===== src/rtl/fpha_pkg.sv =====
// Shared types and codes for the fit policy hole allocator.
package fpha_pkg;

    // Operation codes of an input beat
    localparam logic [1:0] OP_LOAD  = 2'd0;
    localparam logic [1:0] OP_ALLOC = 2'd1;
    localparam logic [1:0] OP_CLEAR = 2'd2;

    // Placement policy codes; the unused code behaves as first fit
    localparam logic [1:0] POL_FIRST = 2'd0;
    localparam logic [1:0] POL_BEST  = 2'd1;
    localparam logic [1:0] POL_WORST = 2'd2;

    // Configuration port
    localparam int CFG_IDX_W  = 2;
    localparam int CFG_DATA_W = 5;
    localparam logic [CFG_IDX_W-1:0] REG_POLICY     = 2'd0;
    localparam logic [CFG_IDX_W-1:0] REG_HOLE_COUNT = 2'd1;

    // Field widths
    localparam int HOLE_IDX_W = 4;
    localparam int REQ_W      = 16;
    localparam int COUNT_W    = 5;

    // Sequencer states
    typedef enum logic {
        ST_IDLE,
        ST_SCAN
    } t_state;

    // Control from the sequencer to the fit compare unit
    typedef struct packed {
        logic       clr;    // start a new search
        logic       chk;    // a hole size is ready to examine
        logic [1:0] policy;
    } t_fit_ctl;

endpackage


===== src/rtl/fpha_fit_unit.sv =====
// Shared fit compare unit: examines one hole per cycle while chk is set and keeps the running pick.
module fpha_fit_unit #(
    parameter int SIZE_BITS = 16,
    parameter int IDX_W     = 4
) (
    input  logic                  i_clk,
    input  logic                  i_rst_n,
    input  fpha_pkg::t_fit_ctl    i_ctl,
    input  logic [SIZE_BITS-1:0]  i_req,
    input  logic [SIZE_BITS-1:0]  i_hole_size,
    input  logic [IDX_W-1:0]      i_idx,
    input  logic                  i_used,
    output logic                  o_found,
    output logic [IDX_W-1:0]      o_pick
);
    import fpha_pkg::*;

    logic                 r_found;
    logic [IDX_W-1:0]     r_pick;
    logic [SIZE_BITS-1:0] r_left;
    logic                 n_found;
    logic [IDX_W-1:0]     n_pick;
    logic [SIZE_BITS-1:0] n_left;
    logic                 fits;
    logic                 take;
    logic [SIZE_BITS-1:0] left;

    // Compare the hole against the request and the best so far
    always_comb begin
        fits = i_ctl.chk && !i_used && (i_hole_size >= i_req);
        left = i_hole_size - i_req;
        take = fits && (!r_found
                        || (i_ctl.policy == POL_BEST  && left < r_left)
                        || (i_ctl.policy == POL_WORST && left > r_left));
        if (i_ctl.clr) begin
            n_found = 1'b0;
            n_pick  = '0;
            n_left  = '0;
        end else begin
            n_found = r_found || fits;
            n_pick  = take ? i_idx : r_pick;
            n_left  = take ? left  : r_left;
        end
    end

    // Hold the running pick
    always_ff @(posedge i_clk) begin
        if (!i_rst_n) begin
            r_found <= 1'b0;
        end else begin
            r_found <= n_found;
        end
        r_pick <= n_pick;
        r_left <= n_left;
    end

    // Expose the pick including the hole examined this cycle
    assign o_found = n_found;
    assign o_pick  = n_pick;

`ifndef SYNTHESIS
    a_clr_resets: assert property (@(posedge i_clk) disable iff (!i_rst_n)
        i_ctl.clr |=> !r_found)
        else $error("search did not restart on clear");
    a_found_sticky: assert property (@(posedge i_clk) disable iff (!i_rst_n)
        r_found && !i_ctl.clr |-> o_found)
        else $error("found flag dropped during a search");
    a_first_holds: assert property (@(posedge i_clk) disable iff (!i_rst_n)
        r_found && !i_ctl.clr && i_ctl.policy != POL_BEST && i_ctl.policy != POL_WORST
        |-> o_pick == r_pick)
        else $error("first fit pick changed after a hit");
`endif

endmodule


===== src/rtl/fit_policy_hole_allocator.sv =====
// Hole allocator: first, best or worst fit over a table of hole sizes.
// Load and clear beats give no result; busy stays low.
// An allocate beat scans L = min(hole_count, MAX_HOLES) holes, one per cycle through
// the size memory read port and one compare unit. Busy is high while scanning; the
// result strobe o_valid is high in the cycle after the last busy one, for one cycle only.
// Reset clears policy, hole count and all used marks; hole sizes are unknown until loaded.
module fit_policy_hole_allocator #(
    parameter int MAX_HOLES = 16,
    parameter int SIZE_BITS = 16
) (
    input  logic                              i_clk,
    input  logic                              i_rst_n,
    input  logic                              i_start,
    output logic                              o_busy,
    input  logic [1:0]                        i_operation,
    input  logic [fpha_pkg::HOLE_IDX_W-1:0]   i_hole_index,
    input  logic [fpha_pkg::REQ_W-1:0]        i_size,
    input  logic                              i_cfg_we,
    input  logic [fpha_pkg::CFG_IDX_W-1:0]    i_cfg_idx,
    input  logic [fpha_pkg::CFG_DATA_W-1:0]   i_cfg_data,
    output logic                              o_valid,
    output logic                              o_granted,
    output logic [fpha_pkg::HOLE_IDX_W-1:0]   o_chosen_hole
);
    import fpha_pkg::*;

    localparam int IDX_W = (MAX_HOLES > 1) ? $clog2(MAX_HOLES) : 1;
    localparam int CNT_W = $clog2(MAX_HOLES + 1);

    t_state                r_state;
    t_state                n_state;
    logic [1:0]            r_policy;
    logic [COUNT_W-1:0]    r_hole_count;
    logic [CNT_W-1:0]      r_scan;
    logic [CNT_W-1:0]      r_limit;
    logic [CNT_W-1:0]      n_limit;
    logic [SIZE_BITS-1:0]  r_req;
    logic                  r_chk_vld;
    logic [IDX_W-1:0]      r_chk_idx;
    logic [SIZE_BITS-1:0]  r_rd_data;
    logic [SIZE_BITS-1:0]  r_mem [MAX_HOLES];
    logic [MAX_HOLES-1:0]  r_used;
    logic                  r_valid;
    logic                  r_granted;
    logic [HOLE_IDX_W-1:0] r_chosen;

    logic                  accept;
    logic                  start_alloc;
    logic                  issue;
    logic                  commit;
    logic                  load_ok;
    logic [IDX_W-1:0]      rd_addr;
    t_fit_ctl              fit_ctl;
    logic                  fit_found;
    logic [IDX_W-1:0]      fit_pick;

    assign accept      = i_start && (r_state == ST_IDLE);
    assign start_alloc = accept && (i_operation == OP_ALLOC);
    assign issue       = r_scan < r_limit;
    assign load_ok     = 32'(i_hole_index) < 32'(MAX_HOLES);
    assign rd_addr     = r_scan[IDX_W-1:0];
    assign n_limit     = (32'(r_hole_count) > 32'(MAX_HOLES)) ? CNT_W'(MAX_HOLES)
                                                              : CNT_W'(r_hole_count);

    // Configuration registers
    always_ff @(posedge i_clk) begin
        if (!i_rst_n) begin
            r_policy     <= POL_FIRST;
            r_hole_count <= '0;
        end else if (i_cfg_we) begin
            if (i_cfg_idx == REG_POLICY) begin
                r_policy <= i_cfg_data[1:0];
            end else if (i_cfg_idx == REG_HOLE_COUNT) begin
                r_hole_count <= i_cfg_data[COUNT_W-1:0];
            end
        end
    end

    // Next state and control for the sequencer
    always_comb begin
        n_state        = r_state;
        commit         = 1'b0;
        fit_ctl.clr    = 1'b0;
        fit_ctl.chk    = r_chk_vld;
        fit_ctl.policy = r_policy;
        unique case (r_state)
            ST_IDLE: begin
                if (start_alloc) begin
                    n_state     = ST_SCAN;
                    fit_ctl.clr = 1'b1;
                end
            end
            ST_SCAN: begin
                if (!issue) begin
                    commit  = 1'b1;
                    n_state = ST_IDLE;
                end
            end
            default: n_state = ST_IDLE;
        endcase
    end

    // State register and scan pointers
    always_ff @(posedge i_clk) begin
        if (!i_rst_n) begin
            r_state   <= ST_IDLE;
            r_chk_vld <= 1'b0;
            r_scan    <= '0;
        end else begin
            r_state   <= n_state;
            r_chk_vld <= (r_state == ST_SCAN) && issue;
            if (start_alloc) begin
                r_scan <= '0;
            end else if (r_state == ST_SCAN && issue) begin
                r_scan <= r_scan + 1'b1;
            end
        end
        r_chk_idx <= rd_addr;
        if (start_alloc) begin
            r_limit <= n_limit;
            r_req   <= SIZE_BITS'(i_size);
        end
    end

    // Hole size memory: write on load, read one hole per cycle
    always_ff @(posedge i_clk) begin
        if (accept && i_operation == OP_LOAD && load_ok) begin
            r_mem[IDX_W'(i_hole_index)] <= SIZE_BITS'(i_size);
        end
        r_rd_data <= r_mem[rd_addr];
    end

    // Used marks: clear on a clear beat, set on a granted commit
    always_ff @(posedge i_clk) begin
        if (!i_rst_n) begin
            r_used <= '0;
        end else if (accept && i_operation == OP_CLEAR) begin
            r_used <= '0;
        end else if (commit && fit_found) begin
            r_used[fit_pick] <= 1'b1;
        end
    end

    // Result beat register
    always_ff @(posedge i_clk) begin
        if (!i_rst_n) begin
            r_valid <= 1'b0;
        end else begin
            r_valid <= commit;
        end
        if (commit) begin
            r_granted <= fit_found;
            r_chosen  <= fit_found ? HOLE_IDX_W'(fit_pick) : '0;
        end
    end

    fpha_fit_unit #(
        .SIZE_BITS (SIZE_BITS),
        .IDX_W     (IDX_W)
    ) u_fit (
        .i_clk       (i_clk),
        .i_rst_n     (i_rst_n),
        .i_ctl       (fit_ctl),
        .i_req       (r_req),
        .i_hole_size (r_rd_data),
        .i_idx       (r_chk_idx),
        .i_used      (r_used[r_chk_idx]),
        .o_found     (fit_found),
        .o_pick      (fit_pick)
    );

    assign o_busy        = (r_state != ST_IDLE);
    assign o_valid       = r_valid;
    assign o_granted     = r_granted;
    assign o_chosen_hole = r_chosen;

`ifndef SYNTHESIS
    a_valid_after_scan: assert property (@(posedge i_clk) disable iff (!i_rst_n)
        o_valid |-> (r_state == ST_IDLE) && ($past(r_state) == ST_SCAN))
        else $error("result beat without a finished scan");
    a_miss_zero: assert property (@(posedge i_clk) disable iff (!i_rst_n)
        o_valid && !o_granted |-> o_chosen_hole == '0)
        else $error("nonzero hole reported on a miss");
    a_scan_bound: assert property (@(posedge i_clk) disable iff (!i_rst_n)
        (r_state == ST_SCAN) |-> (r_scan <= r_limit))
        else $error("scan pointer ran past the hole limit");
    a_chk_bound: assert property (@(posedge i_clk) disable iff (!i_rst_n)
        r_chk_vld |-> (CNT_W'(r_chk_idx) < r_limit))
        else $error("examined a hole beyond the limit");
    a_alloc_busy: assert property (@(posedge i_clk) disable iff (!i_rst_n)
        start_alloc |=> o_busy)
        else $error("allocate beat did not start a scan");
`endif

endmodule

===== config.mk =====
export PLATFORM = sky130hd
export DESIGN_NAME = fit_policy_hole_allocator
export DESIGN_NICKNAME = d
export VERILOG_FILES = /design/src/rtl/fpha_pkg.sv /design/src/rtl/fpha_fit_unit.sv /design/src/rtl/fit_policy_hole_allocator.sv
export SDC_FILE = /design/constraint.sdc
export NUM_CORES = 1
export LEC_CHECK = 0
export BUFFER_PORTS_ARGS = -buffer_cell sky130_fd_sc_hd__buf_2
export CAP_MARGIN = 40
export CORE_MARGIN = 5
export CORE_UTILIZATION = 45
export CTS_CLUSTER_DIAMETER = 120
export DETAILED_ROUTE_END_ITERATION = 12
export HOLD_SLACK_MARGIN = 0.12
export SETUP_SLACK_MARGIN = 0.15
export SYNTH_ARGS = -nofsm -noshare
export SYNTH_HDL_FRONTEND = slang
export SYNTH_SLANG_ARGS = --single-unit

===== constraint.sdc =====
create_clock -name i_clk -period 9 [get_ports i_clk]
set_input_delay 1.8 -clock i_clk [delete_from_list [all_inputs] [get_ports i_clk]]
set_output_delay 1.8 -clock i_clk [all_outputs]
set_load 0.02 [all_outputs]

==> metrics.txt <==
status=completed; Final HPWL DP=between 15000 and 20000 µm; # clock sinks=354; r2r setup slk=3.42 ns; Mapped Area=14500 µm²; First DRT Iteration DRCs=425; Bufs and invs on worst path=2; pin count of the biggest net entering global routing=38; most common cell after layout, fill and taps aside=edfxtp_1; grt ovf=0; clk slew on worst S/H paths=0.06 ns; Fillers=2559; Synth async-reset ratio=0%; Pwr Density=212 nW/µm²; deepest clock path buffer count=3; post-synthesis sequential area ratio=68.4%; MaxCap Viol Count=0; GR Layer Usage met1=24.1%; Avg Cell Area, Syn=16.8 µm²; total negative slack=0 ns; gr usage total=approximately 17%; WL final=30300 µm; GRT met2 Usage=29.1%; area of the core=between 30000 and 40000 µm²; via count=approximately 7.6k; worst hold start=r_used[10]; final core utilization=52.4%; RSZ-0062 raised after global routing=no; routed length per instance=22.2 µm; Peak Freq=179 MHz; leading area contributor after synthesis=edfxtp_1; layout cells sized above 1=24.0%; final hold violations=0; row count=65; met3 usage=2.23%; cts bufs inserted=38; die footprint=35900 µm²; DRC=0; Ant. Diodes=0; initial antenna violation count=0; Min Clock Period, post-route=5.58 ns; Placed Cells=between 1k and 1.5k; first-pass GRT wire length=approximately 47000 µm; top cell type's share of synthesized area=58.4%; Post-Syn Nets=933; most used routing layer in global routing=met2; Max-slew headroom=49.6%; top_reg_cell synth=edfxtp_1; hold_buf cts=0; nets=1004; slowest cell delay on critical path=0.58 ns; Finished Layout Cells=1365; Yosys cell types=59; CTS tree=built; synthesis-to-layout area growth=14.5%; clk_skew=0.0190 ns; post-CTS resize count=0; die width=189 µm; CP arrival=roughly 6 ns; Leak Pwr=0.00566 µW; nature of the critical path endpoint=flop; post-DR vias/cell=between 5 and 6; crit path kind=reg -> reg; vias in the first global route=7736; Worst-Margin Slew=approximately 0.75 ns; Initial Utilization=45.8%; Post-synth EDFFs=between 200 and 300; Syn. warnings=0; nature of the critical path startpoint=flop; Max FO, Critical Path=31; Boundary Pins=40; Tcrit/Tclk final=62.0%; Die Ht=around 190 µm; Hold Path Class=reg -> reg; worst hold stages=2; CTS Root Cell=clkbuf_16; fin. max-slew vios=0; cell family with most CP delay=compound AO/OA/AOI/OAI gates; GPL Wtd Cong=0.814; Worst R2R Start=r_req[1]; most frequent cells in the layout=edfxtp_1, mux4_2, dfxtp_1, nor2_1, inv_1; synth top area cells=edfxtp_1, mux4_2, dfxtp_1; reg2reg path depth=20; DRT Pass-1 Iters=5; Critical Path RT=roughly 9.4 ns; Max IR drop VDD=about 0.00016 V; RR Endpoint=r_used[9]; Post-CTS Repair Setup Buffers=0; final setup fails=0; crit-path cells=inv_1 -> ha_1 -> nor2b_1 -> o31a_1 -> o221a_2 -> o32a_1 -> a21o_1 -> a41oi_1 -> nor2b_1 -> xnor2_1 -> ha_1 -> nand4_1 -> or4_1 -> a21oi_1 -> nor4_1 -> nand3b_2 -> buf_4 -> and3b_1 -> o21ai_0 -> o21ai_0; H-tree depth=2; flops & latches, synth=~350; Hold Path Sink=r_used[10]; Skew-Pair Late Insertion Delay=0.53 ns; slowest stage cell, crit path=or4_1; Gate Count Post-Synth=862; ANT nets after route=0; port bufs=39
[area by class of cell]
| cell class | count | area [µm²] | area share (%) |
|---|---|---|---|
| flip-flops and latches | 354 | 9910 | 59.8 |
| repair buffers | 61 | 398 | 2.40 |
| clock buffers | 53 | 1080 | 6.50 |
| multi-input cells | 435 | 4360 | 26.3 |
| clock inverters | 17 | 175 | 1.06 |
| inverters | 43 | 161 | 0.973 |
| well taps | 402 | 503 | 3.03 |
[Yosys cell counts, types with 3 or more instances]
library cell,number
o31ai_1,4
nand4_1,6
nor2_1,59
mux4_2,85
o211ai_1,3
nand3_1,8
nor4_1,3
a21oi_1,27
o21a_1,6
clkbuf_1,19
buf_1,8
o21bai_1,3
inv_1,43
o21ai_0,18
ha_1,37
xor2_1,6
nor2b_1,17
nand2_1,37
nor3b_1,3
mux2i_1,24
nand2b_1,10
xnor2_1,9
a211oi_1,7
dfxtp_1,72
edfxtp_1,282
a21o_1,9
nor3_1,15
[where the power goes]
group	internal, µW	leakage, µW	switching (µW)
Sequential	1780	0.00313	13.5
Clock	904	0.000604	631
Combinational	77.4	0.00193	102
[layer usage]
| layer | vias to the layer above | routed length, µm |
|---|---|---|
| li1 | 3508 | - |
| met2 | 139 | 15100 |
| met5 | - | 0 |
| met3 | 53 | 1030 |
| met1 | 3935 | 13500 |
| met4 | 0 | 641 |
[stage by stage]
| stage | setup WS [ns] | cell area (µm²) | hold slack, ns | power [µW] |
|---|---|---|---|---|
| 2_1_floorplan | 4.15 | 14500 | 0.354 | 1950 |
| 3_3_place_gp | 3.62 | 15300 | 0.433 | 2010 |
| 3_5_place_dp | 3.45 | 15300 | 0.444 | 2020 |
| 4_1_cts | 3.45 | 16600 | 0.458 | 3550 |
| 5_1_grt | 3.03 | 16600 | 0.475 | 3650 |
| 6_report | 3.42 | 16600 | 0.456 | 3510 |
[how the worst max path moves through the flow]
| stage | slack, ns | cells after the start | start | to |
|---|---|---|---|---|
| final | 3.42 | 20 | r_req[1] | r_used[9] |
| after global placement | 3.62 | 19 | r_req[4] | r_used[5] |
| after CTS | 3.45 | 20 | r_req[1] | r_used[9] |
| after detailed placement | 3.45 | 20 | r_req[1] | r_used[9] |
| after floorplan | 4.15 | 20 | r_req[1] | u_fit.r_left[10] |
| after global routing | 3.03 | 20 | r_req[1] | r_used[9] |
[kinds of logic (layout without fill, tap and decap cells)]
logic type                 Yosys count  in the layout  share of synthesized area, %
AOI/OAI and AO/OA                   89             89                          4.04
xor gates and xnor gates            15             15                         0.907
adders and majority gates           38             38                          3.33
buffers and inverters               73            174                          1.93
DFF                                354            354                          68.4
muxes                              110            110                          14.9
and+or+nand+nor                    183            183                          6.46
[tightest hold or removal path: cells and delay by family, from the launching register on]
kind               cells  cell delay, ns
AOI/OAI and AO/OA      1            0.06
DFF                    1            0.32
and+or+nand+nor        1            0.04
[sequential cells by signal, indices dropped and copies added (netlist names), 2 cells and up]
register       count
r_req             16
o_chosen_hole      4
r_limit            5
r_policy           2
r_chk_idx          4
r_hole_count       5
u_fit.r_left      16
r_scan             5
u_fit.r_pick       4
r_used            16
r_rd_data         16
r_mem            256
Note: power is estimated with default switching activity, not from simulation.
